==> src/rtl/tofsc_pkg.sv <==
// ----------------------------------------------------------------------------
// tofsc_pkg
// Shared widths, fixed-point constants, coefficient tables and pipeline types
// for the time-of-flight slewing correction.
// ----------------------------------------------------------------------------
package tofsc_pkg;

  // Fixed point: times and amplitudes in 2^-FRACTION_BITS ns; the cubics are
  // worked at EXTRA_BITS more fraction bits.
  localparam int FRACTION_BITS = 10;
  localparam int EXTRA_BITS    = 12;
  localparam int CSHIFT        = FRACTION_BITS + EXTRA_BITS;

  localparam int TIME_W   = 32;
  localparam int AMP_IN_W = 16;
  localparam int AMP_W    = AMP_IN_W + 1;   // sum of two strip amplitudes
  localparam int OFF_W    = 18;
  localparam int ABIN_W   = 3;
  localparam int SBIN_W   = 2;

  // one Horner step per coefficient below the cubic term
  localparam int HORNER_STEPS = 3;

  // Horner accumulator. Bin selection limits the amplitude each cubic sees,
  // so the accumulator stays well below 2^(ACC_W-2).
  localparam int ACC_W  = FRACTION_BITS + 26;
  localparam int PROD_W = ACC_W + AMP_W + 1;
  localparam int TOT_W  = 48;

  localparam logic [ABIN_W-1:0] ABIN_LAST      = 3'd4;
  localparam logic [SBIN_W-1:0] START_BIN_LOW  = 2'd0;
  localparam logic [SBIN_W-1:0] START_BIN_HIGH = 2'd1;
  localparam logic [SBIN_W-1:0] START_BIN_NONE = 2'd2;

  // Amplitude thresholds, ns scaled to 2^-FRACTION_BITS and rounded
  localparam logic [31:0] STRIP_THR0 = 32'(((longint'(2046) << FRACTION_BITS) + 50) / 100);
  localparam logic [31:0] STRIP_THR1 = 32'(((longint'(2725) << FRACTION_BITS) + 50) / 100);
  localparam logic [31:0] STRIP_THR2 = 32'(((longint'(3481) << FRACTION_BITS) + 50) / 100);
  localparam logic [31:0] STRIP_THR3 = 32'(((longint'(3711) << FRACTION_BITS) + 50) / 100);
  localparam logic [31:0] START_THR_LO  = 32'(((longint'(615) << FRACTION_BITS) + 50) / 100);
  localparam logic [31:0] START_THR_MID = 32'(((longint'(123) << FRACTION_BITS) + 5) / 10);
  localparam logic [31:0] START_THR_HI  = 32'(((longint'(1714) << FRACTION_BITS) + 50) / 100);

  // Strip cubic coefficients, index is the power of the amplitude
  localparam longint SC0_0 =  (((longint'(1224) << CSHIFT) + 50) / 100);
  localparam longint SC0_1 = -(((longint'(3919) << CSHIFT) + 500) / 1000);
  localparam longint SC0_2 =  (((longint'(2624) << CSHIFT) + 5000) / 10000);
  localparam longint SC0_3 = -(((longint'(5153) << CSHIFT) + 500000) / 1000000);
  localparam longint SC1_0 = -(((longint'(1229) << CSHIFT) + 5) / 10);
  localparam longint SC1_1 =  (((longint'(1484) << CSHIFT) + 50) / 100);
  localparam longint SC1_2 = -(((longint'(6158) << CSHIFT) + 5000) / 10000);
  localparam longint SC1_3 =  (((longint'(8724) << CSHIFT) + 500000) / 1000000);
  localparam longint SC2_0 = -(((longint'(1234) << CSHIFT) + 50) / 100);
  localparam longint SC2_1 =  (((longint'(482) << CSHIFT) + 500) / 1000);
  localparam longint SC3_0 = -(((longint'(1228) << CSHIFT) + 50) / 100);
  localparam longint SC3_1 =  (((longint'(479) << CSHIFT) + 500) / 1000);
  localparam longint SC4_0 = -(((longint'(1314) << CSHIFT) + 50) / 100);
  localparam longint SC4_1 =  (((longint'(5034) << CSHIFT) + 5000) / 10000);

  // Start-counter cubic coefficients
  localparam longint TC0_0 = -(((longint'(5486) << CSHIFT) + 500) / 1000);
  localparam longint TC0_1 =  (((longint'(1087) << CSHIFT) + 500) / 1000);
  localparam longint TC0_2 = -(((longint'(7936) << CSHIFT) + 50000) / 100000);
  localparam longint TC0_3 =  (((longint'(208) << CSHIFT) + 50000) / 100000);
  localparam longint TC1_0 =  (((longint'(1077) << CSHIFT) + 50) / 100);
  localparam longint TC1_1 = -(((longint'(2635) << CSHIFT) + 500) / 1000);
  localparam longint TC1_2 =  (((longint'(1984) << CSHIFT) + 5000) / 10000);
  localparam longint TC1_3 = -(((longint'(4631) << CSHIFT) + 500000) / 1000000);

  localparam longint OFFSET_MAX  = (longint'(1) << (OFF_W - 1)) - 1;
  localparam longint OFFSET_FULL = longint'(14) << FRACTION_BITS;
  localparam logic signed [OFF_W-1:0] OFFSET_RESET =
      (OFFSET_FULL > OFFSET_MAX) ? OFF_W'(OFFSET_MAX) : OFF_W'(OFFSET_FULL);

  localparam logic signed [PROD_W-1:0] PROD_HALF = PROD_W'(longint'(1) << (FRACTION_BITS - 1));
  localparam logic signed [TOT_W-1:0]  TOT_HALF  = TOT_W'(longint'(1) << (EXTRA_BITS - 1));
  localparam logic signed [TOT_W-1:0]  OUT_MAX   = TOT_W'((longint'(1) << (TIME_W - 1)) - 1);
  localparam logic signed [TOT_W-1:0]  OUT_MIN   = TOT_W'(-(longint'(1) << (TIME_W - 1)));

  typedef logic signed [ACC_W-1:0] acc_t;

  // One cubic in flight: accumulator, its amplitude and the coefficients
  // still to add (coef[0] is the next one).
  typedef struct packed {
    acc_t                  acc;
    logic [AMP_W-1:0]      amp;
    logic [2:0][ACC_W-1:0] coef;
  } lane_t;

  typedef struct packed {
    lane_t                    strip;
    lane_t                    start;
    logic signed [TOT_W-1:0]  tbase;
    logic [ABIN_W-1:0]        abin;
    logic [SBIN_W-1:0]        sbin;
  } item_t;

  function automatic acc_t strip_coef(input logic [ABIN_W-1:0] bin, input logic [1:0] k);
    acc_t c;
    c = '0;
    unique case (bin)
      3'd0: begin
        unique case (k)
          2'd0: c = acc_t'(SC0_0);
          2'd1: c = acc_t'(SC0_1);
          2'd2: c = acc_t'(SC0_2);
          default: c = acc_t'(SC0_3);
        endcase
      end
      3'd1: begin
        unique case (k)
          2'd0: c = acc_t'(SC1_0);
          2'd1: c = acc_t'(SC1_1);
          2'd2: c = acc_t'(SC1_2);
          default: c = acc_t'(SC1_3);
        endcase
      end
      3'd2: begin
        unique case (k)
          2'd0: c = acc_t'(SC2_0);
          2'd1: c = acc_t'(SC2_1);
          default: c = '0;
        endcase
      end
      3'd3: begin
        unique case (k)
          2'd0: c = acc_t'(SC3_0);
          2'd1: c = acc_t'(SC3_1);
          default: c = '0;
        endcase
      end
      3'd4: begin
        unique case (k)
          2'd0: c = acc_t'(SC4_0);
          2'd1: c = acc_t'(SC4_1);
          default: c = '0;
        endcase
      end
      default: c = '0;
    endcase
    return c;
  endfunction

  function automatic acc_t start_coef(input logic [SBIN_W-1:0] bin, input logic [1:0] k);
    acc_t c;
    c = '0;
    unique case (bin)
      START_BIN_LOW: begin
        unique case (k)
          2'd0: c = acc_t'(TC0_0);
          2'd1: c = acc_t'(TC0_1);
          2'd2: c = acc_t'(TC0_2);
          default: c = acc_t'(TC0_3);
        endcase
      end
      START_BIN_HIGH: begin
        unique case (k)
          2'd0: c = acc_t'(TC1_0);
          2'd1: c = acc_t'(TC1_1);
          2'd2: c = acc_t'(TC1_2);
          default: c = acc_t'(TC1_3);
        endcase
      end
      default: c = '0;
    endcase
    return c;
  endfunction

endpackage

==> src/rtl/tofsc_back.sv <==
// ----------------------------------------------------------------------------
// tofsc_back
// Final sum: time base minus both corrections plus offset, one rounding to
// output units and 32-bit saturation into the output register.
// ----------------------------------------------------------------------------
module tofsc_back (
  input  logic                                 clk_i,
  input  logic                                 rst_ni,
  input  logic                                 adv_i,
  input  logic                                 valid_i,
  input  tofsc_pkg::item_t                     item_i,
  input  logic signed [tofsc_pkg::OFF_W-1:0]   offset_i,
  output logic                                 valid_o,
  output logic signed [tofsc_pkg::TIME_W-1:0]  flight_time_o,
  output logic        [tofsc_pkg::ABIN_W-1:0]  amplitude_bin_o,
  output logic        [tofsc_pkg::SBIN_W-1:0]  start_bin_o
);

  logic                                 valid_b_q, valid_o_q;
  logic signed [tofsc_pkg::TOT_W-1:0]   part_a_d, part_a_q, part_b_d, part_b_q;
  logic        [tofsc_pkg::ABIN_W-1:0]  abin_b_q, abin_o_q;
  logic        [tofsc_pkg::SBIN_W-1:0]  sbin_b_q, sbin_o_q;
  logic signed [tofsc_pkg::TOT_W-1:0]   total, rounded;
  logic signed [tofsc_pkg::TIME_W-1:0]  sat_d, sat_q;

  assign part_a_d = item_i.tbase - tofsc_pkg::TOT_W'(item_i.strip.acc);
  assign part_b_d = (tofsc_pkg::TOT_W'(offset_i) <<< tofsc_pkg::EXTRA_BITS)
                  - tofsc_pkg::TOT_W'(item_i.start.acc);

  assign total   = part_a_q + part_b_q + tofsc_pkg::TOT_HALF;
  assign rounded = total >>> tofsc_pkg::EXTRA_BITS;

  always_comb begin
    if (rounded > tofsc_pkg::OUT_MAX) begin
      sat_d = tofsc_pkg::TIME_W'(tofsc_pkg::OUT_MAX);
    end else if (rounded < tofsc_pkg::OUT_MIN) begin
      sat_d = tofsc_pkg::TIME_W'(tofsc_pkg::OUT_MIN);
    end else begin
      sat_d = tofsc_pkg::TIME_W'(rounded);
    end
  end

  always_ff @(posedge clk_i or negedge rst_ni) begin
    if (!rst_ni) begin
      valid_b_q <= 1'b0;
      valid_o_q <= 1'b0;
    end else if (adv_i) begin
      valid_b_q <= valid_i;
      valid_o_q <= valid_b_q;
    end
  end

  always_ff @(posedge clk_i) begin
    if (adv_i) begin
      part_a_q <= part_a_d;
      part_b_q <= part_b_d;
      abin_b_q <= item_i.abin;
      sbin_b_q <= item_i.sbin;
      sat_q    <= sat_d;
      abin_o_q <= abin_b_q;
      sbin_o_q <= sbin_b_q;
    end
  end

  assign valid_o         = valid_o_q;
  assign flight_time_o   = sat_q;
  assign amplitude_bin_o = abin_o_q;
  assign start_bin_o     = sbin_o_q;

endmodule

==> config.mk <==
export PLATFORM = sky130hd
export DESIGN_NAME = tofsc_back
export DESIGN_NICKNAME = d
export VERILOG_FILES = /design/src/rtl/tofsc_pkg.sv /design/src/rtl/tofsc_back.sv
export SDC_FILE = /design/constraint.sdc
export NUM_CORES = 1
export LEC_CHECK = 0
export BUFFER_PORTS_ARGS = -buffer_cell sky130_fd_sc_hd__buf_2
export CORE_AREA = 2 2 170 172
export DETAILED_ROUTE_END_ITERATION = 10
export DIE_AREA = 0 0 172 174
export PLACE_DENSITY = 0.67
export SETUP_SLACK_MARGIN = 0.05
export SYNTH_ARGS = -nofsm -noshare
export SYNTH_HDL_FRONTEND = slang
export SYNTH_SLANG_ARGS = --single-unit
==> constraint.sdc <==
create_clock -name clk_i -period 5.1 [get_ports clk_i]
set_clock_uncertainty 0.2 [all_clocks]
set_input_delay 1.275 -clock clk_i [delete_from_list [all_inputs] [get_ports clk_i]]
set_output_delay 1.275 -clock clk_i [all_outputs]
set_load 0.02 [all_outputs]
==> metrics.md <==
| Metric | Value |
|---|---|
| Status | `complete, no violations` |
| Slowest-stage cell, CP | `o31ai_1` |
| Post-CTS setup repair buffer count | `0` |
| Final ANT Viol Nets | `0` |
| Clock buffer depth | `2` |
| CP bufs+invs | `4` |
| Most common cell after layout, fill and taps aside | `buf_2` |
| Most used cell, CP | `o31ai_1` |
| Total Routed Length | `27.77 mm` |
| CTS root buf | `clkbuf_16` |
| Post-synth ARST share | `1.550%` |
| Critical Path Start Type | `input pin` |
| Crit path depth | `15` |
| CTS sink count | `129` |
| Seq cells post-synth | `129` |
| Starting DRT DRC Count | `668` |
| Initial antenna violation count | `3` |
| Average routed wire per standard cell | `16.18 µm` |
| Worst setup path startpoint | `item_i[5]` |
| Reg2reg setup slack | `670 ps` |
| Hold-fix buffers at CTS | `0` |
| Layout area overhead | `18.33%` |
| Starting Density | `38.79%` |
| Seq/Total Area, Yosys | `35.27%` |
| Internal power | `3307 µW` |
| Core Area | `28240 µm²` |
| Worst vdd ir | `0.2480 mV` |
| Met3 Use GR | `3.597%` |
| Post-Syn Area | `10950 µm²` |
| Net Switching | `2209 µW` |
| Maximum clock frequency | `0.2115 GHz` |
| Die span in x | `172 µm` |
| Top cells by area, synth | `edfxtp_1 35%, ha_1 19%, a21o_1 6.2%, xnor2_1 5.1%, a21oi_1 4.8%` |
| Slowest Stage Delay on Critical Path | `660 ps` |
| Synth Instances | `1120` |
| Final Util | `45.91%` |
| Met1 Track Usage GR | `30.14%` |
| RSZ-0062 raised after global routing | `false` |
| Final nets | `1879` |
| Hold_sp | `sbin_b_q[1]$_DFFE_PP_` |
| Global-route track usage on met2 | `25.74%` |
| Hold path cells | `0` |
| I/O Pins | `435` |
| Die Span Y | `174 µm` |
| Placed wire-length estimate | `22.37 mm` |
| EDFF count, synth | `127` |
| Endpoints failing setup | `0` |
| GRT Total Usage | `18.84%` |
| Clock power frac | `20.9%` |
| Final Non-Filler Cells | `1716` |
| Worst reg2reg path depth | `13` |
| Seq pwr share | `29.4%` |
| Placed Cells | `1683` |
| PostCTS Resize Cnt | `0` |
| Largest fanout on the critical path | `4` |
| Synth area leader | `edfxtp_1` |
| Lkg Pwr | `0.006118 µW` |
| Die Area | `29930 µm²` |
| Cell area power density | `425.5 nW/µm²` |
| Post-Syn Nets | `1681` |
| DRC viols | `0` |
| Row Count | `62` |
| Cells along the critical path | `buf_2 > inv_1 > ha_1 > fa_1 > inv_1 > a2111o_1 > a211oi_1 > o31ai_1 > a21oi_1 > o31ai_1 > a211oi_1 > buf_4 > o31ai_1 > a21oi_1 > xnor2_1` |
| CTS tree | `built` |
| Synth Flop Type | `edfxtp_1` |
| PortBufs | `184` |
| Ys Warns | `0` |
| Worst min path class | `flop to flop` |
| Crit path time final | `4727 ps` |
| Grt peak-use layer | `met1` |
| Final hold vios | `0` |
| CP endpoint kind | `flop` |
| Worst-Skew Late Latency | `430 ps` |
| Leading cell types in the layout, fill and taps excluded | `183 x buf_2, 163 x ha_1, 127 x edfxtp_1` |
| Syn_area_per_cell | `9.781 µm²` |
| DR vias/cell | `5.281` |
| Reg2reg start | `part_a_q[2]$_DFFE_PP_` |
| Logic pwr share | `49.6%` |
| GP Congestion | `0.8968` |
| Data required, critical path | `5080 ps` |
| Worst EP arrival | `4700 ps` |
| First-pass GRT wire length | `44.07 mm` |
| Hold EP | `start_bin_o[1]$_DFFE_PP_` |
| Yosys top cell area share | `34.81%` |
| CTS H-tree lvls | `4` |
| Share of cells above drive strength 1 | `18.33%` |
| Slew headroom | `52.47%` |
| Max Cap Violations | `0` |
| Critical path type | `input pin to flop` |
| Largest net degree at the start of global routing | `78` |
| Yosys cell types | `62` |
| Switching share of total power | `40.04%` |
| Delay-heaviest family, CP | `compound AO/OA/AOI/OAI gates` |
| Cts bufs inserted | `17` |
| Detailed-route via count | `9062` |
| Global route total overflow | `0` |
| DRT Pass-1 Iters | `5` |
| Final critical-path share of the clock period | `92.69%` |
| Worst R2R End | `flight_time_o[28]$_SDFFCE_PN1P_` |
| CTS clk-pin slew, worst paths | `60 ps` |
| Worst Tran Pin Value | `712.9 ps` |
| Vias in the first global route | `8618` |
| Final Max Slew Viols | `0` |
cells in the mapped netlist (3+ instances only):
cell	number
ha_1	163
edfxtp_1	127
a21oi_1	106
inv_1	95
a21o_1	91
xnor2_1	64
nand2_1	57
nor2_1	56
xor2_1	46
o21ai_0	43
nand4_1	23
o21bai_1	22
nor3_1	21
nand3_1	18
clkbuf_1	16
a31oi_1	12
nor2b_1	11
and3_1	10
o21a_1	10
a211oi_1	9
or3_1	9
o31ai_1	8
nand2b_1	7
nor4_1	7
a41o_1	5
buf_2	5
o31a_1	5
a2111oi_0	4
a221o_1	4
a221oi_1	4
a31o_2	4
o211ai_1	4
or2_2	4
a2111o_1	3
a211o_1	3
and2_1	3
and4_1	3
o21ai_1	3
layout make-up:
type	count	area [µm²]
diodes	1	2.502
clock buffers	17	425.4
clock inverters	15	132.6
fillers	2777	15270
inverters	95	356.6
multi-input cells	874	6638
flip-flops and latches	129	3864
well taps	384	480.5
repair buffers	201	1064
state kept, by name, indices dropped and copies added (netlist names):
| register | cells |
|---|---|
| part_a_q | 48 |
| part_b_q | 37 |
| flight_time_o | 32 |
| abin_b_q | 3 |
| amplitude_bin_o | 3 |
| sbin_b_q | 2 |
| start_bin_o | 2 |
| valid_b_q | 1 |
| valid_o | 1 |
through the flow:
step / setup TNS [ps] / hold slack [ps] / instance area, µm² / setup WS (ps) / power (µW)
2_1_floorplan: 0 / 200.3 / 10950 / 797.0 / 3591
3_3_place_gp: -73.32 / 203.9 / 12400 / -59.38 / 4336
3_5_place_dp: -42.61 / 204.5 / 12400 / -22.83 / 4342
4_1_cts: 0 / 218.7 / 12960 / 406.1 / 5544
5_1_grt: 0 / 239.8 / 12960 / 176.6 / 5934
6_report: 0 / 219.9 / 12960 / 372.6 / 5516
how the worst max path moves through the flow:
stage          slack [ps]                      to
6_report              370  part_a_q[46]$_DFFE_PP_
5_1_grt               180  part_a_q[40]$_DFFE_PP_
4_1_cts               410  part_a_q[46]$_DFFE_PP_
3_5_place_dp          -20  part_a_q[46]$_DFFE_PP_
3_3_place_gp          -60  part_a_q[46]$_DFFE_PP_
2_1_floorplan         800  part_a_q[46]$_DFFE_PP_
cells by family after synthesis:
| family | after synthesis | share of synthesized area [%] |
|---|---|---|
| AND/OR/NAND/NOR | 237 | 10.71 |
| XOR/XNOR | 110 | 8.795 |
| multiplexers | 3 | 0.2970 |
| AO/OA/AOI/OAI | 360 | 21.99 |
| flip-flops | 129 | 35.27 |
| adder cells (fa/ha/maj) | 164 | 18.80 |
| buffers and inverters | 117 | 4.135 |
power by group through the flow:
stage / clock network [µW] / registers [µW] / logic, µW
after CTS: 1180 / 1630 / 2730
after global routing: 1240 / 1650 / 3050
final: 1160 / 1620 / 2740
after floorplan: 0 / 1820 / 1770
after detailed placement: 0 / 1650 / 2690
after global placement: 0 / 1640 / 2700
layer usage:
layer / routed length (µm) / vias up
li1: - / 4608
met1: 15090 / 4142
met5: 13 / -
met4: 305 / 2
met3: 1784 / 27
met2: 10580 / 283
(Power assumes the default switching activity.)
