===== config.mk =====
export PLATFORM = sky130hd
export DESIGN_NAME = tofsc_horner_step
export DESIGN_NICKNAME = d
export VERILOG_FILES = /design/src/rtl/tofsc_pkg.sv /design/src/rtl/tofsc_horner_step.sv
export SDC_FILE = /design/constraint.sdc
export NUM_CORES = 2
export LEC_CHECK = 0
export BUFFER_PORTS_ARGS = -buffer_cell sky130_fd_sc_hd__buf_2
export CAP_MARGIN = 20
export CORE_ASPECT_RATIO = 0.6
export CORE_MARGIN = 2
export CORE_UTILIZATION = 55
export CTS_CLUSTER_SIZE = 12
export DETAILED_ROUTE_END_ITERATION = 6
export GPL_TIMING_DRIVEN = 1
export PLACE_DENSITY_LB_ADDON = 0.1
export SYNTH_ARGS = -nofsm -noshare
export SYNTH_HDL_FRONTEND = slang
export SYNTH_SLANG_ARGS = --single-unit

===== constraint.sdc =====
create_clock -name clk_i -period 4.3 [get_ports clk_i]
set_clock_uncertainty 0.15 [all_clocks]
set_input_delay 0.215 -clock clk_i [delete_from_list [all_inputs] [get_ports clk_i]]
set_output_delay 0.215 -clock clk_i [all_outputs]
set_load 0.05 [all_outputs]

===== src/rtl/tofsc_pkg.sv =====
// ----------------------------------------------------------------------------
// tofsc_pkg
// Shared widths, fixed-point constants, coefficient tables and pipeline types
// for the time-of-flight slewing correction.
// ----------------------------------------------------------------------------
package tofsc_pkg;

  // Fixed point: times and amplitudes in 2^-FRACTION_BITS ns; the cubics are
  // worked at EXTRA_BITS more fraction bits.
  localparam int FRACTION_BITS = 10;
  localparam int EXTRA_BITS    = 12;
  localparam int CSHIFT        = FRACTION_BITS + EXTRA_BITS;

  localparam int TIME_W   = 32;
  localparam int AMP_IN_W = 16;
  localparam int AMP_W    = AMP_IN_W + 1;   // sum of two strip amplitudes
  localparam int OFF_W    = 18;
  localparam int ABIN_W   = 3;
  localparam int SBIN_W   = 2;

  // one Horner step per coefficient below the cubic term
  localparam int HORNER_STEPS = 3;

  // Horner accumulator. Bin selection limits the amplitude each cubic sees,
  // so the accumulator stays well below 2^(ACC_W-2).
  localparam int ACC_W  = FRACTION_BITS + 26;
  localparam int PROD_W = ACC_W + AMP_W + 1;
  localparam int TOT_W  = 48;

  localparam logic [ABIN_W-1:0] ABIN_LAST      = 3'd4;
  localparam logic [SBIN_W-1:0] START_BIN_LOW  = 2'd0;
  localparam logic [SBIN_W-1:0] START_BIN_HIGH = 2'd1;
  localparam logic [SBIN_W-1:0] START_BIN_NONE = 2'd2;

  // Amplitude thresholds, ns scaled to 2^-FRACTION_BITS and rounded
  localparam logic [31:0] STRIP_THR0 = 32'(((longint'(2046) << FRACTION_BITS) + 50) / 100);
  localparam logic [31:0] STRIP_THR1 = 32'(((longint'(2725) << FRACTION_BITS) + 50) / 100);
  localparam logic [31:0] STRIP_THR2 = 32'(((longint'(3481) << FRACTION_BITS) + 50) / 100);
  localparam logic [31:0] STRIP_THR3 = 32'(((longint'(3711) << FRACTION_BITS) + 50) / 100);
  localparam logic [31:0] START_THR_LO  = 32'(((longint'(615) << FRACTION_BITS) + 50) / 100);
  localparam logic [31:0] START_THR_MID = 32'(((longint'(123) << FRACTION_BITS) + 5) / 10);
  localparam logic [31:0] START_THR_HI  = 32'(((longint'(1714) << FRACTION_BITS) + 50) / 100);

  // Strip cubic coefficients, index is the power of the amplitude
  localparam longint SC0_0 =  (((longint'(1224) << CSHIFT) + 50) / 100);
  localparam longint SC0_1 = -(((longint'(3919) << CSHIFT) + 500) / 1000);
  localparam longint SC0_2 =  (((longint'(2624) << CSHIFT) + 5000) / 10000);
  localparam longint SC0_3 = -(((longint'(5153) << CSHIFT) + 500000) / 1000000);
  localparam longint SC1_0 = -(((longint'(1229) << CSHIFT) + 5) / 10);
  localparam longint SC1_1 =  (((longint'(1484) << CSHIFT) + 50) / 100);
  localparam longint SC1_2 = -(((longint'(6158) << CSHIFT) + 5000) / 10000);
  localparam longint SC1_3 =  (((longint'(8724) << CSHIFT) + 500000) / 1000000);
  localparam longint SC2_0 = -(((longint'(1234) << CSHIFT) + 50) / 100);
  localparam longint SC2_1 =  (((longint'(482) << CSHIFT) + 500) / 1000);
  localparam longint SC3_0 = -(((longint'(1228) << CSHIFT) + 50) / 100);
  localparam longint SC3_1 =  (((longint'(479) << CSHIFT) + 500) / 1000);
  localparam longint SC4_0 = -(((longint'(1314) << CSHIFT) + 50) / 100);
  localparam longint SC4_1 =  (((longint'(5034) << CSHIFT) + 5000) / 10000);

  // Start-counter cubic coefficients
  localparam longint TC0_0 = -(((longint'(5486) << CSHIFT) + 500) / 1000);
  localparam longint TC0_1 =  (((longint'(1087) << CSHIFT) + 500) / 1000);
  localparam longint TC0_2 = -(((longint'(7936) << CSHIFT) + 50000) / 100000);
  localparam longint TC0_3 =  (((longint'(208) << CSHIFT) + 50000) / 100000);
  localparam longint TC1_0 =  (((longint'(1077) << CSHIFT) + 50) / 100);
  localparam longint TC1_1 = -(((longint'(2635) << CSHIFT) + 500) / 1000);
  localparam longint TC1_2 =  (((longint'(1984) << CSHIFT) + 5000) / 10000);
  localparam longint TC1_3 = -(((longint'(4631) << CSHIFT) + 500000) / 1000000);

  localparam longint OFFSET_MAX  = (longint'(1) << (OFF_W - 1)) - 1;
  localparam longint OFFSET_FULL = longint'(14) << FRACTION_BITS;
  localparam logic signed [OFF_W-1:0] OFFSET_RESET =
      (OFFSET_FULL > OFFSET_MAX) ? OFF_W'(OFFSET_MAX) : OFF_W'(OFFSET_FULL);

  localparam logic signed [PROD_W-1:0] PROD_HALF = PROD_W'(longint'(1) << (FRACTION_BITS - 1));
  localparam logic signed [TOT_W-1:0]  TOT_HALF  = TOT_W'(longint'(1) << (EXTRA_BITS - 1));
  localparam logic signed [TOT_W-1:0]  OUT_MAX   = TOT_W'((longint'(1) << (TIME_W - 1)) - 1);
  localparam logic signed [TOT_W-1:0]  OUT_MIN   = TOT_W'(-(longint'(1) << (TIME_W - 1)));

  typedef logic signed [ACC_W-1:0] acc_t;

  // One cubic in flight: accumulator, its amplitude and the coefficients
  // still to add (coef[0] is the next one).
  typedef struct packed {
    acc_t                  acc;
    logic [AMP_W-1:0]      amp;
    logic [2:0][ACC_W-1:0] coef;
  } lane_t;

  typedef struct packed {
    lane_t                    strip;
    lane_t                    start;
    logic signed [TOT_W-1:0]  tbase;
    logic [ABIN_W-1:0]        abin;
    logic [SBIN_W-1:0]        sbin;
  } item_t;

  function automatic acc_t strip_coef(input logic [ABIN_W-1:0] bin, input logic [1:0] k);
    acc_t c;
    c = '0;
    unique case (bin)
      3'd0: begin
        unique case (k)
          2'd0: c = acc_t'(SC0_0);
          2'd1: c = acc_t'(SC0_1);
          2'd2: c = acc_t'(SC0_2);
          default: c = acc_t'(SC0_3);
        endcase
      end
      3'd1: begin
        unique case (k)
          2'd0: c = acc_t'(SC1_0);
          2'd1: c = acc_t'(SC1_1);
          2'd2: c = acc_t'(SC1_2);
          default: c = acc_t'(SC1_3);
        endcase
      end
      3'd2: begin
        unique case (k)
          2'd0: c = acc_t'(SC2_0);
          2'd1: c = acc_t'(SC2_1);
          default: c = '0;
        endcase
      end
      3'd3: begin
        unique case (k)
          2'd0: c = acc_t'(SC3_0);
          2'd1: c = acc_t'(SC3_1);
          default: c = '0;
        endcase
      end
      3'd4: begin
        unique case (k)
          2'd0: c = acc_t'(SC4_0);
          2'd1: c = acc_t'(SC4_1);
          default: c = '0;
        endcase
      end
      default: c = '0;
    endcase
    return c;
  endfunction

  function automatic acc_t start_coef(input logic [SBIN_W-1:0] bin, input logic [1:0] k);
    acc_t c;
    c = '0;
    unique case (bin)
      START_BIN_LOW: begin
        unique case (k)
          2'd0: c = acc_t'(TC0_0);
          2'd1: c = acc_t'(TC0_1);
          2'd2: c = acc_t'(TC0_2);
          default: c = acc_t'(TC0_3);
        endcase
      end
      START_BIN_HIGH: begin
        unique case (k)
          2'd0: c = acc_t'(TC1_0);
          2'd1: c = acc_t'(TC1_1);
          2'd2: c = acc_t'(TC1_2);
          default: c = acc_t'(TC1_3);
        endcase
      end
      default: c = '0;
    endcase
    return c;
  endfunction

endpackage


===== src/rtl/tofsc_horner_step.sv =====
// ----------------------------------------------------------------------------
// tofsc_horner_step
// One Horner step for both cubics: multiply stage, then round, add the next
// coefficient and shift the coefficient list.
// ----------------------------------------------------------------------------
module tofsc_horner_step (
  input  logic             clk_i,
  input  logic             rst_ni,
  input  logic             adv_i,
  input  logic             valid_i,
  input  tofsc_pkg::item_t item_i,
  output logic             valid_o,
  output tofsc_pkg::item_t item_o
);

  logic                                 valid_m_q, valid_a_q;
  tofsc_pkg::item_t                     item_m_q, item_a_d, item_a_q;
  logic signed [tofsc_pkg::PROD_W-1:0]  prod_strip_d, prod_strip_q;
  logic signed [tofsc_pkg::PROD_W-1:0]  prod_start_d, prod_start_q;
  logic signed [tofsc_pkg::PROD_W-1:0]  shr_strip, shr_start;
  logic [tofsc_pkg::PROD_W-tofsc_pkg::ACC_W:0] top_strip, top_start;
  logic                                 fits;

  // multiply stage
  assign prod_strip_d = item_i.strip.acc * $signed({1'b0, item_i.strip.amp});
  assign prod_start_d = item_i.start.acc * $signed({1'b0, item_i.start.amp});

  // round to nearest, ties up, then add the next coefficient
  assign shr_strip = (prod_strip_q + tofsc_pkg::PROD_HALF) >>> tofsc_pkg::FRACTION_BITS;
  assign shr_start = (prod_start_q + tofsc_pkg::PROD_HALF) >>> tofsc_pkg::FRACTION_BITS;

  always_comb begin
    item_a_d = item_m_q;
    item_a_d.strip.acc  = tofsc_pkg::acc_t'(shr_strip) + $signed(item_m_q.strip.coef[0]);
    item_a_d.strip.coef = {tofsc_pkg::ACC_W'(0), item_m_q.strip.coef[2], item_m_q.strip.coef[1]};
    item_a_d.start.acc  = tofsc_pkg::acc_t'(shr_start) + $signed(item_m_q.start.coef[0]);
    item_a_d.start.coef = {tofsc_pkg::ACC_W'(0), item_m_q.start.coef[2], item_m_q.start.coef[1]};
  end

  always_ff @(posedge clk_i or negedge rst_ni) begin
    if (!rst_ni) begin
      valid_m_q <= 1'b0;
      valid_a_q <= 1'b0;
    end else if (adv_i) begin
      valid_m_q <= valid_i;
      valid_a_q <= valid_m_q;
    end
  end

  always_ff @(posedge clk_i) begin
    if (adv_i) begin
      item_m_q     <= item_i;
      prod_strip_q <= prod_strip_d;
      prod_start_q <= prod_start_d;
      item_a_q     <= item_a_d;
    end
  end

  assign valid_o = valid_a_q;
  assign item_o  = item_a_q;

  // the rounded product must fit the accumulator without wrap
  assign top_strip = shr_strip[tofsc_pkg::PROD_W-1:tofsc_pkg::ACC_W-1];
  assign top_start = shr_start[tofsc_pkg::PROD_W-1:tofsc_pkg::ACC_W-1];
  assign fits = ((&top_strip) || !(|top_strip)) && ((&top_start) || !(|top_start));

  a_acc_fits: assert property (@(posedge clk_i) disable iff (!rst_ni)
    valid_m_q |-> fits)
    else $error("Horner product leaves accumulator range");

endmodule


==> impl_metrics.py <==
metrics = {
    "worst_setup_path": {
        "ff2ff_path_depth": 21,
        "crit_buf_inv": 7,
        "crit_required_ns": 4.54,
        "worstReg2RegStart": "prod_strip_q[13]",
        "slowest_delay_ns": 0.53,
        "crit_path_frequent_cell": "fa_1",
        "cp_max_fo": 3,
        "critPathSlowestCell": "fa_1",
        "cp-end-kind": "register",
        "crit_chain": "buf_12, buf_4, and2_4, fa_1, inv_1, fa_1, fa_1, fa_1, inv_1, fa_1, inv_1, fa_1, inv_2, ha_4, and3_4, o211ai_1, o31ai_4, a21oi_4, a2111o_1, a21oi_2, nor2_1, o21bai_1, buf_4, xor2_1",
        "critPathArrivalTime_ns": 6.02,
        "crit_family": "adder cells",
        "crit_path_start_kind": "primary input",
        "rr_endpoint": "item_o[374]",
        "reg2reg_setup_slack_ns": -0.19,
        "crit_type": "primary input to register",
    },
    "layout": {
        "n_fill_cell": 7996,
        "area_growth_pct": 29.5,
        "drive_above_1_share_pct": 27.1,
        "final_util_pct": 72.2,
        "final_nets": 8905,
    },
    "placement": {
        "place_congestion": 0.985,
        "dpl.hpwl_mm": 159,
        "port_buffers": 682,
    },
    "timing": {
        "fmax_mhz": 173,
        "slew_violations": 0,
        "hold_viol": 8,
        "fin_crit_ns": 5.77,
        "tightestPinTransition_ns": 0.985,
        "setup_viol": 74,
        "relSlewSlack_pct": 34.3,
        "period_share_pct": 134,
        "fin_ws_ns": -1.47,
        "holdWs_ns": -0.0297,
        "grt_setup_unrepaired": "yes",
    },
    "cts": {
        "cts_buffers": 72,
        "cts.sinks": 682,
        "tritoncts": "done",
        "h-tree-depth": 3,
        "clkLatencyLatePin_ns": 0.72,
        "clk_pin_slew_ns": 0.05,
        "clockRootBuffer": "clkbuf_16",
        "cts_max_path_buffers": 3,
    },
    "worst_hold_path": {
        "hold_start": "adv_i",
        "hp-class": "primary input to register",
        "min_path_cells": 1,
        "min_to": "prod_start_q[45]",
    },
    "run_status": {
        "status": "finished, violations left",
        "violations": "hold timing, setup timing",
    },
    "global_route": {
        "grt_overflow": 0,
        "grt_pass1_wl_mm": 298,
        "antenna_found_initial": 19,
        "grt_usage_pct": 34.5,
        "grt_pass1_vias": 47000,
        "grt_max_degree": 103,
    },
    "drt": {
        "wl_per_cell_um": 23.2,
        "via_per_inst": 5.23,
        "wirelength_mm": 203,
        "first_pass_iters": 5,
        "post-route-drc-count": 0,
        "drt_iter0_drc": 3924,
        "ant_nets": 0,
        "num_vias": 45800,
    },
    "synth": {
        "ys_seq_elements": 682,
        "ys.warnings.count": 0,
        "ys_top_cells_by_count": "inv_1 (1,240), fa_1 (1,026), edfxtp_1 (680), nand2_1 (649), and2_1 (620)",
        "yosysTopAreaCell": "fa_1",
        "synthArstFlopShare_pct": 0.293,
        "synth.most_common_cell": "inv_1",
        "syn_area_sq_um": 62700,
        "yosys.cell_types.count": 79,
        "yosysTopAreaCellShare_pct": 32.7,
        "ys_seq_area_share_pct": 32.6,
        "ys.flop_type": "edfxtp_1",
        "synthCells": 5628,
        "synth.avg_cell_area_sq_um": 11.1,
        "ys_top_cells_by_area": "fa_1 (33%), edfxtp_1 (33%), inv_1 (7.4%)",
        "synth_edf_count": 680,
    },
    "flow_run": {
        "cap_violations": 0,
    },
    "die": {
        "start_util_pct": 55.7,
        "ios": 755,
        "core_area_sq_um": 113000,
        "dieArea_sq_um": 117000,
        "row_count": 95,
        "die_y_um": 266,
        "die_w_um": 440,
    },
}
==> cell families after synthesis <==
family	share of synthesized area, %
adder cells (fa/ha/maj)	38.4
XOR/XNOR	3.31
other	0.00598
AO/OA/AOI/OAI	3.72
flip-flops	32.6
multiplexers	0.0359
buffers and inverters	9.45
AND/OR/NAND/NOR	12.4
==> flip-flops by register name (all words and copies together) (netlist names) <==
| register | cells |
|---|---|
| item_a_d | 231 |
| item_m_q | 72 |
| item_o | 303 |
| prod_start_q | 37 |
| prod_strip_q | 37 |
| valid_m_q | 1 |
| valid_o | 1 |
==> cell usage in the layout, fill, tap and decap left out, types with 13 or more instances in the layout <==
master,synthesis,routed
inv_1,1240,1180
fa_1,1026,970
edfxtp_1,680,680
buf_2,1,626
nand2_1,649,620
buf_4,72,587
and2_1,620,558
dlygate4sd3_1,0,302
ha_1,284,237
xnor2_1,177,157
buf_6,1,104
clkbuf_16,0,77
conb_1,1,72
nor2_1,94,66
a21oi_1,102,66
and2_4,0,62
inv_2,0,60
fa_2,0,56
xor2_1,60,54
buf_12,0,53
a21o_1,48,46
nand3_1,51,42
a21oi_2,4,35
o21ai_0,53,35
ha_4,0,35
o21a_1,30,29
and3_1,32,24
buf_8,0,24
nand2_2,0,23
nand4_1,19,19
nor3_1,30,18
nor2_2,0,17
xnor2_2,0,14
diode_2,0,13
o21ai_1,7,13
==> repair_timing <==
action                                  CTS  global route
endpoints found under the setup margin   82            89
cloned                                    2             5
hold endpoints to repair                302             0
buffers inserted                         70            61
hold buffers                            302             0
gates resized for setup                 348           290
pin swaps                               190           172
==> through the flow <==
stage,setup slack (ns),cells,hold slack [ns],cell area (sq um),TNS (ns)
floorplan,-1.60,5699,-0.231,64200,-73.39
global placement,-2.30,8230,-0.147,72600,-130.85
detailed placement,-2.34,8230,-0.147,72600,-134.05
CTS,-1.46,8692,0.00321,79600,-69.86
global route,-1.64,8758,0.0146,81200,-84.19
finish,-1.47,8759,-0.0297,81200,-74.62
==> layout make-up <==
type | count | area (sq um) | share of cell area [%]
inverter | 1240 | 4650 | 5.73
sequential | 682 | 20500 | 25.2
clock buffer | 79 | 1830 | 2.25
antenna | 13 | 32.5 | 0.0400
timing repair buffer | 1707 | 13400 | 16.5
multi-input combinational | 3513 | 38700 | 47.7
tap | 1503 | 1880 | 2.31
clock inverter | 22 | 278 | 0.342
==> worst max-delay path by stage <==
stage                     start                to  slack, ns  cells after the start
global placement    item_i[173]  prod_start_q[45]      -2.30                     22
floorplan           item_i[350]  prod_strip_q[30]      -1.60                     23
finish              item_i[167]  prod_start_q[44]      -1.47                     24
detailed placement  item_i[174]  prod_start_q[45]      -2.34                     25
global route        item_i[167]  prod_start_q[44]      -1.64                     24
CTS                 item_i[167]  prod_start_q[45]      -1.46                     25
==> worst reg2reg max path: cells and delay by family (launching register included) <==
family                     cells  cell delay [ns]
xor gates and xnor gates       2             0.32
buffers and inverters          3             0.46
and+or+nand+nor                8             1.27
AOI/OAI and AO/OA              7             1.30
adders and majority gates      1             0.31
DFF                            1             0.39
==> per-layer routing <==
| metal | wire (um) | up-vias | part of all wire [%] | track usage [%] |
|---|---|---|---|---|
| met3 | 22900 | 259 | 11 | 9.44 |
| met2 | 85300 | 2260 | 42 | 48.8 |
| met4 | 5030 | 6 | 2.5 | 8.28 |
| li1 | - | 20200 | - | - |
| met5 | 39 | - | 0.019 | 0 |
| met1 | 89900 | 23100 | 44 | 52.7 |
Power is not shown: default switching activity piles up to over one toggle a cycle in this logic, so the estimate is an artifact.
