$ cat config.mk
export PLATFORM = sky130hd
export DESIGN_NAME = tofsc_front
export DESIGN_NICKNAME = d
export VERILOG_FILES = /design/src/rtl/tofsc_pkg.sv /design/src/rtl/tofsc_front.sv
export SDC_FILE = /design/constraint.sdc
export NUM_CORES = 1
export LEC_CHECK = 0
export BUFFER_PORTS_ARGS = -buffer_cell sky130_fd_sc_hd__buf_4
export CAP_MARGIN = 40
export CORE_AREA = 2 2 204 206
export CTS_BUF_LIST = sky130_fd_sc_hd__clkbuf_16
export DETAILED_ROUTE_END_ITERATION = 12
export DIE_AREA = 0 0 206 208
export HOLD_SLACK_MARGIN = 0.12
export PLACE_DENSITY = 0.52
export SLEW_MARGIN = 20
export SYNTH_ARGS = -nofsm -noshare
export SYNTH_HDL_FRONTEND = slang
export SYNTH_SLANG_ARGS = --single-unit
export TNS_END_PERCENT = 10
$ cat constraint.sdc
create_clock -name clk_i -period 3.9 [get_ports clk_i]
set_clock_uncertainty 0.05 [all_clocks]
set_input_delay 0.585 -clock clk_i [delete_from_list [all_inputs] [get_ports clk_i]]
set_output_delay 0.585 -clock clk_i [all_outputs]
set_load 0.03 [all_outputs]
$ cat src/rtl/tofsc_pkg.sv
// ----------------------------------------------------------------------------
// tofsc_pkg
// Shared widths, fixed-point constants, coefficient tables and pipeline types
// for the time-of-flight slewing correction.
// ----------------------------------------------------------------------------
package tofsc_pkg;

  // Fixed point: times and amplitudes in 2^-FRACTION_BITS ns; the cubics are
  // worked at EXTRA_BITS more fraction bits.
  localparam int FRACTION_BITS = 10;
  localparam int EXTRA_BITS    = 12;
  localparam int CSHIFT        = FRACTION_BITS + EXTRA_BITS;

  localparam int TIME_W   = 32;
  localparam int AMP_IN_W = 16;
  localparam int AMP_W    = AMP_IN_W + 1;   // sum of two strip amplitudes
  localparam int OFF_W    = 18;
  localparam int ABIN_W   = 3;
  localparam int SBIN_W   = 2;

  // one Horner step per coefficient below the cubic term
  localparam int HORNER_STEPS = 3;

  // Horner accumulator. Bin selection limits the amplitude each cubic sees,
  // so the accumulator stays well below 2^(ACC_W-2).
  localparam int ACC_W  = FRACTION_BITS + 26;
  localparam int PROD_W = ACC_W + AMP_W + 1;
  localparam int TOT_W  = 48;

  localparam logic [ABIN_W-1:0] ABIN_LAST      = 3'd4;
  localparam logic [SBIN_W-1:0] START_BIN_LOW  = 2'd0;
  localparam logic [SBIN_W-1:0] START_BIN_HIGH = 2'd1;
  localparam logic [SBIN_W-1:0] START_BIN_NONE = 2'd2;

  // Amplitude thresholds, ns scaled to 2^-FRACTION_BITS and rounded
  localparam logic [31:0] STRIP_THR0 = 32'(((longint'(2046) << FRACTION_BITS) + 50) / 100);
  localparam logic [31:0] STRIP_THR1 = 32'(((longint'(2725) << FRACTION_BITS) + 50) / 100);
  localparam logic [31:0] STRIP_THR2 = 32'(((longint'(3481) << FRACTION_BITS) + 50) / 100);
  localparam logic [31:0] STRIP_THR3 = 32'(((longint'(3711) << FRACTION_BITS) + 50) / 100);
  localparam logic [31:0] START_THR_LO  = 32'(((longint'(615) << FRACTION_BITS) + 50) / 100);
  localparam logic [31:0] START_THR_MID = 32'(((longint'(123) << FRACTION_BITS) + 5) / 10);
  localparam logic [31:0] START_THR_HI  = 32'(((longint'(1714) << FRACTION_BITS) + 50) / 100);

  // Strip cubic coefficients, index is the power of the amplitude
  localparam longint SC0_0 =  (((longint'(1224) << CSHIFT) + 50) / 100);
  localparam longint SC0_1 = -(((longint'(3919) << CSHIFT) + 500) / 1000);
  localparam longint SC0_2 =  (((longint'(2624) << CSHIFT) + 5000) / 10000);
  localparam longint SC0_3 = -(((longint'(5153) << CSHIFT) + 500000) / 1000000);
  localparam longint SC1_0 = -(((longint'(1229) << CSHIFT) + 5) / 10);
  localparam longint SC1_1 =  (((longint'(1484) << CSHIFT) + 50) / 100);
  localparam longint SC1_2 = -(((longint'(6158) << CSHIFT) + 5000) / 10000);
  localparam longint SC1_3 =  (((longint'(8724) << CSHIFT) + 500000) / 1000000);
  localparam longint SC2_0 = -(((longint'(1234) << CSHIFT) + 50) / 100);
  localparam longint SC2_1 =  (((longint'(482) << CSHIFT) + 500) / 1000);
  localparam longint SC3_0 = -(((longint'(1228) << CSHIFT) + 50) / 100);
  localparam longint SC3_1 =  (((longint'(479) << CSHIFT) + 500) / 1000);
  localparam longint SC4_0 = -(((longint'(1314) << CSHIFT) + 50) / 100);
  localparam longint SC4_1 =  (((longint'(5034) << CSHIFT) + 5000) / 10000);

  // Start-counter cubic coefficients
  localparam longint TC0_0 = -(((longint'(5486) << CSHIFT) + 500) / 1000);
  localparam longint TC0_1 =  (((longint'(1087) << CSHIFT) + 500) / 1000);
  localparam longint TC0_2 = -(((longint'(7936) << CSHIFT) + 50000) / 100000);
  localparam longint TC0_3 =  (((longint'(208) << CSHIFT) + 50000) / 100000);
  localparam longint TC1_0 =  (((longint'(1077) << CSHIFT) + 50) / 100);
  localparam longint TC1_1 = -(((longint'(2635) << CSHIFT) + 500) / 1000);
  localparam longint TC1_2 =  (((longint'(1984) << CSHIFT) + 5000) / 10000);
  localparam longint TC1_3 = -(((longint'(4631) << CSHIFT) + 500000) / 1000000);

  localparam longint OFFSET_MAX  = (longint'(1) << (OFF_W - 1)) - 1;
  localparam longint OFFSET_FULL = longint'(14) << FRACTION_BITS;
  localparam logic signed [OFF_W-1:0] OFFSET_RESET =
      (OFFSET_FULL > OFFSET_MAX) ? OFF_W'(OFFSET_MAX) : OFF_W'(OFFSET_FULL);

  localparam logic signed [PROD_W-1:0] PROD_HALF = PROD_W'(longint'(1) << (FRACTION_BITS - 1));
  localparam logic signed [TOT_W-1:0]  TOT_HALF  = TOT_W'(longint'(1) << (EXTRA_BITS - 1));
  localparam logic signed [TOT_W-1:0]  OUT_MAX   = TOT_W'((longint'(1) << (TIME_W - 1)) - 1);
  localparam logic signed [TOT_W-1:0]  OUT_MIN   = TOT_W'(-(longint'(1) << (TIME_W - 1)));

  typedef logic signed [ACC_W-1:0] acc_t;

  // One cubic in flight: accumulator, its amplitude and the coefficients
  // still to add (coef[0] is the next one).
  typedef struct packed {
    acc_t                  acc;
    logic [AMP_W-1:0]      amp;
    logic [2:0][ACC_W-1:0] coef;
  } lane_t;

  typedef struct packed {
    lane_t                    strip;
    lane_t                    start;
    logic signed [TOT_W-1:0]  tbase;
    logic [ABIN_W-1:0]        abin;
    logic [SBIN_W-1:0]        sbin;
  } item_t;

  function automatic acc_t strip_coef(input logic [ABIN_W-1:0] bin, input logic [1:0] k);
    acc_t c;
    c = '0;
    unique case (bin)
      3'd0: begin
        unique case (k)
          2'd0: c = acc_t'(SC0_0);
          2'd1: c = acc_t'(SC0_1);
          2'd2: c = acc_t'(SC0_2);
          default: c = acc_t'(SC0_3);
        endcase
      end
      3'd1: begin
        unique case (k)
          2'd0: c = acc_t'(SC1_0);
          2'd1: c = acc_t'(SC1_1);
          2'd2: c = acc_t'(SC1_2);
          default: c = acc_t'(SC1_3);
        endcase
      end
      3'd2: begin
        unique case (k)
          2'd0: c = acc_t'(SC2_0);
          2'd1: c = acc_t'(SC2_1);
          default: c = '0;
        endcase
      end
      3'd3: begin
        unique case (k)
          2'd0: c = acc_t'(SC3_0);
          2'd1: c = acc_t'(SC3_1);
          default: c = '0;
        endcase
      end
      3'd4: begin
        unique case (k)
          2'd0: c = acc_t'(SC4_0);
          2'd1: c = acc_t'(SC4_1);
          default: c = '0;
        endcase
      end
      default: c = '0;
    endcase
    return c;
  endfunction

  function automatic acc_t start_coef(input logic [SBIN_W-1:0] bin, input logic [1:0] k);
    acc_t c;
    c = '0;
    unique case (bin)
      START_BIN_LOW: begin
        unique case (k)
          2'd0: c = acc_t'(TC0_0);
          2'd1: c = acc_t'(TC0_1);
          2'd2: c = acc_t'(TC0_2);
          default: c = acc_t'(TC0_3);
        endcase
      end
      START_BIN_HIGH: begin
        unique case (k)
          2'd0: c = acc_t'(TC1_0);
          2'd1: c = acc_t'(TC1_1);
          2'd2: c = acc_t'(TC1_2);
          default: c = acc_t'(TC1_3);
        endcase
      end
      default: c = '0;
    endcase
    return c;
  endfunction

endpackage

$ cat src/rtl/tofsc_front.sv
// ----------------------------------------------------------------------------
// tofsc_front
// Input stage: amplitude sum, bin selection, coefficient load and the
// uncorrected time base.
// ----------------------------------------------------------------------------
module tofsc_front (
  input  logic                                  clk_i,
  input  logic                                  rst_ni,
  input  logic                                  adv_i,
  input  logic                                  valid_i,
  input  logic signed [tofsc_pkg::TIME_W-1:0]   first_end_time_i,
  input  logic signed [tofsc_pkg::TIME_W-1:0]   second_end_time_i,
  input  logic        [tofsc_pkg::AMP_IN_W-1:0] first_end_amplitude_i,
  input  logic        [tofsc_pkg::AMP_IN_W-1:0] second_end_amplitude_i,
  input  logic signed [tofsc_pkg::TIME_W-1:0]   start_time_i,
  input  logic        [tofsc_pkg::AMP_IN_W-1:0] start_amplitude_i,
  output logic                                  valid_o,
  output tofsc_pkg::item_t                      item_o
);

  logic                                 valid_q;
  tofsc_pkg::item_t                     item_d, item_q;
  logic [tofsc_pkg::AMP_W-1:0]          amp_sum;
  logic [31:0]                          amp_sum_w, amp_start_w;
  logic [tofsc_pkg::ABIN_W-1:0]         abin;
  logic [tofsc_pkg::SBIN_W-1:0]         sbin;
  logic signed [tofsc_pkg::TIME_W:0]    tsum;

  assign amp_sum     = {1'b0, first_end_amplitude_i} + {1'b0, second_end_amplitude_i};
  assign amp_sum_w   = 32'(amp_sum);
  assign amp_start_w = 32'(start_amplitude_i);
  assign tsum        = (tofsc_pkg::TIME_W + 1)'(first_end_time_i)
                     + (tofsc_pkg::TIME_W + 1)'(second_end_time_i);

  always_comb begin
    if (amp_sum_w >= tofsc_pkg::STRIP_THR3) begin
      abin = 3'd4;
    end else if (amp_sum_w >= tofsc_pkg::STRIP_THR2) begin
      abin = 3'd3;
    end else if (amp_sum_w >= tofsc_pkg::STRIP_THR1) begin
      abin = 3'd2;
    end else if (amp_sum_w >= tofsc_pkg::STRIP_THR0) begin
      abin = 3'd1;
    end else begin
      abin = 3'd0;
    end

    if (amp_start_w >= tofsc_pkg::START_THR_LO && amp_start_w < tofsc_pkg::START_THR_MID) begin
      sbin = tofsc_pkg::START_BIN_LOW;
    end else if (amp_start_w >= tofsc_pkg::START_THR_MID &&
                 amp_start_w < tofsc_pkg::START_THR_HI) begin
      sbin = tofsc_pkg::START_BIN_HIGH;
    end else begin
      sbin = tofsc_pkg::START_BIN_NONE;
    end
  end

  always_comb begin
    item_d.strip.acc     = tofsc_pkg::strip_coef(abin, 2'd3);
    item_d.strip.amp     = amp_sum;
    item_d.strip.coef[0] = tofsc_pkg::strip_coef(abin, 2'd2);
    item_d.strip.coef[1] = tofsc_pkg::strip_coef(abin, 2'd1);
    item_d.strip.coef[2] = tofsc_pkg::strip_coef(abin, 2'd0);
    item_d.start.acc     = tofsc_pkg::start_coef(sbin, 2'd3);
    item_d.start.amp     = {1'b0, start_amplitude_i};
    item_d.start.coef[0] = tofsc_pkg::start_coef(sbin, 2'd2);
    item_d.start.coef[1] = tofsc_pkg::start_coef(sbin, 2'd1);
    item_d.start.coef[2] = tofsc_pkg::start_coef(sbin, 2'd0);
    // average of the ends minus start, at the fine scale
    item_d.tbase = (tofsc_pkg::TOT_W'(tsum) <<< (tofsc_pkg::EXTRA_BITS - 1))
                 - (tofsc_pkg::TOT_W'(start_time_i) <<< tofsc_pkg::EXTRA_BITS);
    item_d.abin  = abin;
    item_d.sbin  = sbin;
  end

  always_ff @(posedge clk_i or negedge rst_ni) begin
    if (!rst_ni) begin
      valid_q <= 1'b0;
    end else if (adv_i) begin
      valid_q <= valid_i;
    end
  end

  always_ff @(posedge clk_i) begin
    if (adv_i) begin
      item_q <= item_d;
    end
  end

  assign valid_o = valid_q;
  assign item_o  = item_q;

endmodule

==> impl_metrics.toml, run 1 <==
[setup_path]
required_ns = 3.96
cp-start-kind = "input port"
crit_arrival_ns = 4.34
crit_buf_inv = 1
end_kind = "flip-flop"
crit_fanout = 3
critPathTopFamily = "compound AO/OA/AOI/OAI gates"
critPathSlowestCell = "or4_4"
worstSetupPathType = "in -> reg"
cpMostUsedCell = "a21oi_2"
cp_cell_sequence = "buf_4 > ha_2 > or4_4 > o21a_1 > a41o_1 > a21oi_2 > o21bai_1 > a21oi_1 > xnor2_1 > ha_1 > a21o_1 > a21o_1 > a21oi_2 > o221ai_1 > nor2_1 > a21oi_2 > a2111oi_2 > o21bai_1 > a21oi_1 > xnor2_1"
critPathMaxStageDelay_ns = 0.54

[final_layout]
final_nets = 1630
postLayoutCoreUtil_pct = 33.2
area_growth_pct = 41.2
drive_gt1_share_pct = 49.4
fillCellCount = 4227
diodes = 0
fin_area_sq_um = 13500

[sta]
finalHoldViolCount = 0
min_period_ns = 4.28
setup_tns_ns = -2.58
rsz0062_at_grt = "true"
report.final.setup_viol = 12
relSlewSlack_pct = 47.3
holdWs_ns = 0.381
post-route-period-util_pct = 110
worst_pin_slew_ns = 0.791
fmax_mhz = 234
fin_ws_ns = -0.376
drv_slew = 0

[clock_tree]
cts_made_buffers = 9
insertion_delay_ns = 0.35
tritoncts = "done"
htree_levels = 3
clk_path_buf_depth = 2
clk_pin_slew_ns = 0.08
numClockSinks = 104
root_buffer = "clkbuf_16"

[route]
drc = 0
drt_iter0_drc = 252
drt-total-wl_microns = 27700
wl_per_cell_microns = 14.3
via_per_inst = 4.04
first_pass_iters = 5
dr_total_vias = 7826
final_antenna_net_count = 0

[status]
status = "complete, but fails checks"
violations = "negative setup slack"

[floorplanning]
start_util_pct = 23.5
rows = 74
die_x_microns = 206
die_area_sq_um = 42800
core_area_sq_um = 40600
ios = 524
die_h_microns = 208

[logic_synthesis]
synth-edff-count = 103
ys_types = 76
ys_ff_latch = 104
yosys-top-cells-count = "272 x buf_4, 103 x edfxtp_1, 80 x ha_1"
synthTopCellsByArea = "edfxtp_1 32%, buf_4 21%, ha_1 10%"
syn_area_per_cell_sq_um = 9.60
synth_most_common_cell = "buf_4"
synth_top_area_share_pct = 32.4
ys_async_sr_fraction_pct = 0.962
yosys.area.top_type = "edfxtp_1"
synth_seq_area_share_pct = 32.7
synthesis.instances = 993
synth_ff_type = "edfxtp_1"
yosysWarnings = 0
synth.cell_area_sq_um = 9540

[power_and_ir_drop]
p_per_area_nw_per_um2 = 461
power.leakage_uw = 0.00656
peakVddDrop_v = 0.000177

[global_routing]
gr-total-overflow = 0
grt_pass1_wl_microns = 41000
top_usage_layer = "met2"
use_met2_pct = 22.8
grt_max_degree = 57
track_usage_pct = 12.2
grtUsageMet3_pct = 2.40
antenna_found_initial = 0
grt_pass1_vias = 7396
grt_use_met1_pct = 14.0

[place]
io_buffers = 468
gp_congestion = 0.819
dp_hpwl_microns = 24200
place_area_sq_um = 13000

[hold_path]
hp-class = "in -> reg"

[run]
max-cap-violations = 0
[routing by layer]
layer	part of all wire, %	wire (microns)
met3	6.4	1770
met1	40	11000
met4	1.3	347
met2	53	14600
met5	0	0
[path summary, 6_finish.rpt]
| check | from | end | slack, ns | cells after the start |
|---|---|---|---|---|
| max | first_end_time_i[5] | item_o[47]$_DFFE_PP_ | -0.38 | 20 |
| min | start_amplitude_i[14] | item_o[175]$_DFFE_PP_ | 0.38 | 1 |
| max reg2reg | valid_o$_DFFE_PN0P_ | valid_o$_DFFE_PN0P_ | 3.10 | 1 |
| min reg2reg | valid_o$_DFFE_PN0P_ | valid_o$_DFFE_PN0P_ | 0.47 | 1 |
| max in group asynchronous | rst_ni | valid_o$_DFFE_PN0P_ | 3.23 | 2 |
| min in group asynchronous | rst_ni | valid_o$_DFFE_PN0P_ | 0.49 | 2 |
[layout by cell type, fill, tap and decap left out, types with 5 or more instances in the layout]
master and n:
nor2_1 45, nor3_1 5, o21ai_1 6, o21ai_2 5
a21oi_1 47, a21oi_2 13, conb_1 56, o21ai_0 23
ha_1 77, clkbuf_16 9, nor2b_1 9, nand4_1 5
nand2b_1 7, a211oi_1 6, nand3_1 10, nor2_2 5
a21o_1 29, o21bai_1 15, and3_1 8, nand2_1 37
xor2_1 13, edfxtp_1 103, buf_4 611, o211ai_1 6
inv_1 75, o21a_1 10, xnor2_1 52
[area by class of cell]
cell class              count  area, sq um  area share (%)
clock buffers               9          225            1.67
clock inverters             7         90.1           0.669
inverters                  78          295            2.19
multi-input cells         590         4410            32.8
flip-flops and latches    104         3120            23.2
well taps                 532          666            4.94
repair buffers            616         4660            34.6
[per-stage QoR]
step           total power [uW]  setup slack (ns)  instances
2_1_floorplan              4090            -0.514       1047
3_3_place_gp               5220            -0.911       1911
3_5_place_dp               5240            -0.881       1912
4_1_cts                    6290            -0.404       1935
5_1_grt                    6600            -0.564       1936
6_report                   6210            -0.376       1936
[flip-flops by register name, summed over array words and instances (netlist names)]
| name | cells |
|---|---|
| valid_o | 1 |
| item_o | 103 |
[where the power goes]
| group | internal (uW) | switching [uW] | total, uW |
|---|---|---|---|
| Sequential | 1530 | 103 | 1640 |
| Combinational | 1480 | 2120 | 3590 |
| Clock | 520 | 460 | 979 |
| Total | 3530 | 2680 | 6210 |
[repair_timing]
item,in CTS,in global routing
resized for setup,15,11
pin swaps,28,15
setup buffers,6,1
hold buffers,1,0
endpoints found under the hold margin,1,0
setup endpoints to repair,14,20
[cell families after synthesis]
logic type	count (synthesis)	share of synthesized area (%)
compound gates	222	16.6
xor+xnor	66	6.14
fa+ha+maj	83	11.1
buf+inv	353	24.6
flops	104	32.7
mux	3	0.341
other cells	2	0.0788
simple gates	160	8.38
No activity file was read; power rests on OpenSTA's default activity.
==> run 2, diff against run 1 <==
- CORE_AREA: 2 2 204 206 -> 2 2 205 207
- DIE_AREA: 0 0 206 208 -> 0 0 207 209
- PLACE_DENSITY: 0.52 -> 0.51
==> impl_metrics.toml, run 2 (same netlist as run 1, synthesis figures left out) <==
[setup_path]
critPathSlowestCell = "or4_4"
cp-start-kind = "input port"
rrSetupSlack_ns = 3.07
required_ns = 3.99
worstSetupPathType = "in -> reg"
rr_startpoint = "valid_o$_DFFE_PN0P_"
crit_arrival_ns = 4.35
reg2reg_depth = 1
critPathMaxStageDelay_ns = 0.55
startpoint = "first_end_time_i[5]"
endpoint = "item_o[46]$_DFFE_PP_"
end_kind = "flip-flop"
cpMostUsedCell = "a21o_1"
reg2reg_to = "valid_o$_DFFE_PN0P_"
cp_cell_sequence = "buf_4 > ha_2 > or4_4 > o21a_1 > a41o_1 > a21oi_2 > o21bai_1 > a21oi_1 > xnor2_1 > ha_1 > a21o_1 > a21o_1 > a21o_1 > a21o_1 > nand3_2 > a32oi_2 > a41oi_2 > o21ai_2 > o31a_1 > xor2_1"
crit_fanout = 3

[final_layout]
layout_commonest_cell = "buf_4"
final_cell_mix = "614 x buf_4, 103 x edfxtp_1, 76 x ha_1"
largest_reg_flops = 103
area_growth_pct = 41.7
final_nets = 1633
drive_gt1_share_pct = 50.0
fin_area_sq_um = 13500

[clock_tree]
tritoncts = "done"
clk_path_buf_depth = 2
insertion_delay_ns = 0.37
root_buffer = "clkbuf_16"
clk_pin_slew_ns = 0.09
cts_made_buffers = 9
numClockSinks = 104
htree_levels = 3

[sta]
report.final.setup_viol = 11
worst_pin_slew_ns = 0.838
post-route-period-util_pct = 109
fin_ws_ns = -0.360
min_period_ns = 4.26
drv_slew = 0
rsz0062_at_grt = "true"
finalHoldViolCount = 0
relSlewSlack_pct = 44.2
fmax_mhz = 235

[floorplanning]
die_x_microns = 207
die_h_microns = 209
ios = 524
rows = 75
core_area_sq_um = 41300
die_area_sq_um = 43300
start_util_pct = 23.1

[route]
drt-total-wl_microns = 27400
via_per_inst = 3.99
drc = 0
final_antenna_net_count = 0
wl_per_cell_microns = 14.1
dr_total_vias = 7778
drt_iter0_drc = 307
first_pass_iters = 4

[status]
violations = "negative setup slack"
status = "complete, but fails checks"

[global_routing]
grt_pass1_vias = 7269
antenna_found_initial = 1
grt_pass1_wl_microns = 40600
gr-total-overflow = 0
track_usage_pct = 11.9
grt_max_degree = 57

[power_and_ir_drop]
p_per_area_nw_per_um2 = 458
power.leakage_uw = 0.00656
peakVddDrop_v = 0.000186

[hold_path]
hp-class = "in -> reg"
min_path_cells = 1

[place]
place_area_sq_um = 13000
io_buffers = 468
place_ws_ns = -0.938
gp_congestion = 0.823
dp_hpwl_microns = 23700

[run]
max-cap-violations = 0
-- run 2: critical path: cells and delay by family --
kind                       cells  cell delay [ns]
AOI/OAI and AO/OA             13             2.25
adders and majority gates      2             0.47
xor gates and xnor gates       2             0.31
buffers and inverters          1             0.11
and+or+nand+nor                2             0.62
-- run 2: per-stage QoR --
stage / util, % / setup TNS (ns) / hold slack (ns) / instances / total power, uW
floorplan: - / -3.11 / 0.239 / 1047 / 4090
finish: 32.7 / -2.50 / 0.358 / 1947 / 6190
global placement: 31.5 / -10.87 / 0.320 / 1922 / 5240
global route: 32.7 / -5.50 / 0.336 / 1947 / 6550
CTS: 32.5 / -2.91 / 0.326 / 1945 / 6250
detailed placement: 31.6 / -11.69 / 0.319 / 1923 / 5260
-- run 2: metal layers --
metal | track usage (%) | routed length (microns)
met4 | 4.09 | 444
met5 | 0 | 0
met1 | 13.7 | 11100
met3 | 3.14 | 1780
met2 | 21.3 | 14100
-- run 2: repair_timing --
action / in CTS / in global routing
hold buffers: 1 / 0
hold endpoints to repair: 1 / 0
pin swaps: 28 / 12
resized for setup: 13 / 20
setup buffers: 5 / 1
gates cloned: 0 / 0
endpoints found under the setup margin: 14 / 19
-- run 2: worst min path at each step --
stage | endpoint | slack (ns) | start
global route | item_o[161]$_DFFE_PP_ | 0.34 | start_amplitude_i[0]
finish | item_o[161]$_DFFE_PP_ | 0.36 | start_amplitude_i[0]
detailed placement | valid_o$_DFFE_PN0P_ | 0.32 | rst_ni
global placement | valid_o$_DFFE_PN0P_ | 0.32 | rst_ni
CTS | item_o[161]$_DFFE_PP_ | 0.33 | start_amplitude_i[0]
floorplan | valid_o$_DFFE_PN0P_ | 0.24 | rst_ni
-- run 2: area by class of cell --
type	count	area (sq um)
multi-input cells	590	4430
diodes	1	2.50
flip-flops and latches	104	3120
fillers	4293	27800
repair buffers	619	4690
clock inverters	7	70.1
clock buffers	9	225
well taps	539	674
inverters	78	295
-- run 2: power by group --
group          switching (uW)  internal [uW]
Combinational            2140           1490
Sequential                104           1530
Clock                     472            453
Total                    2710           3470
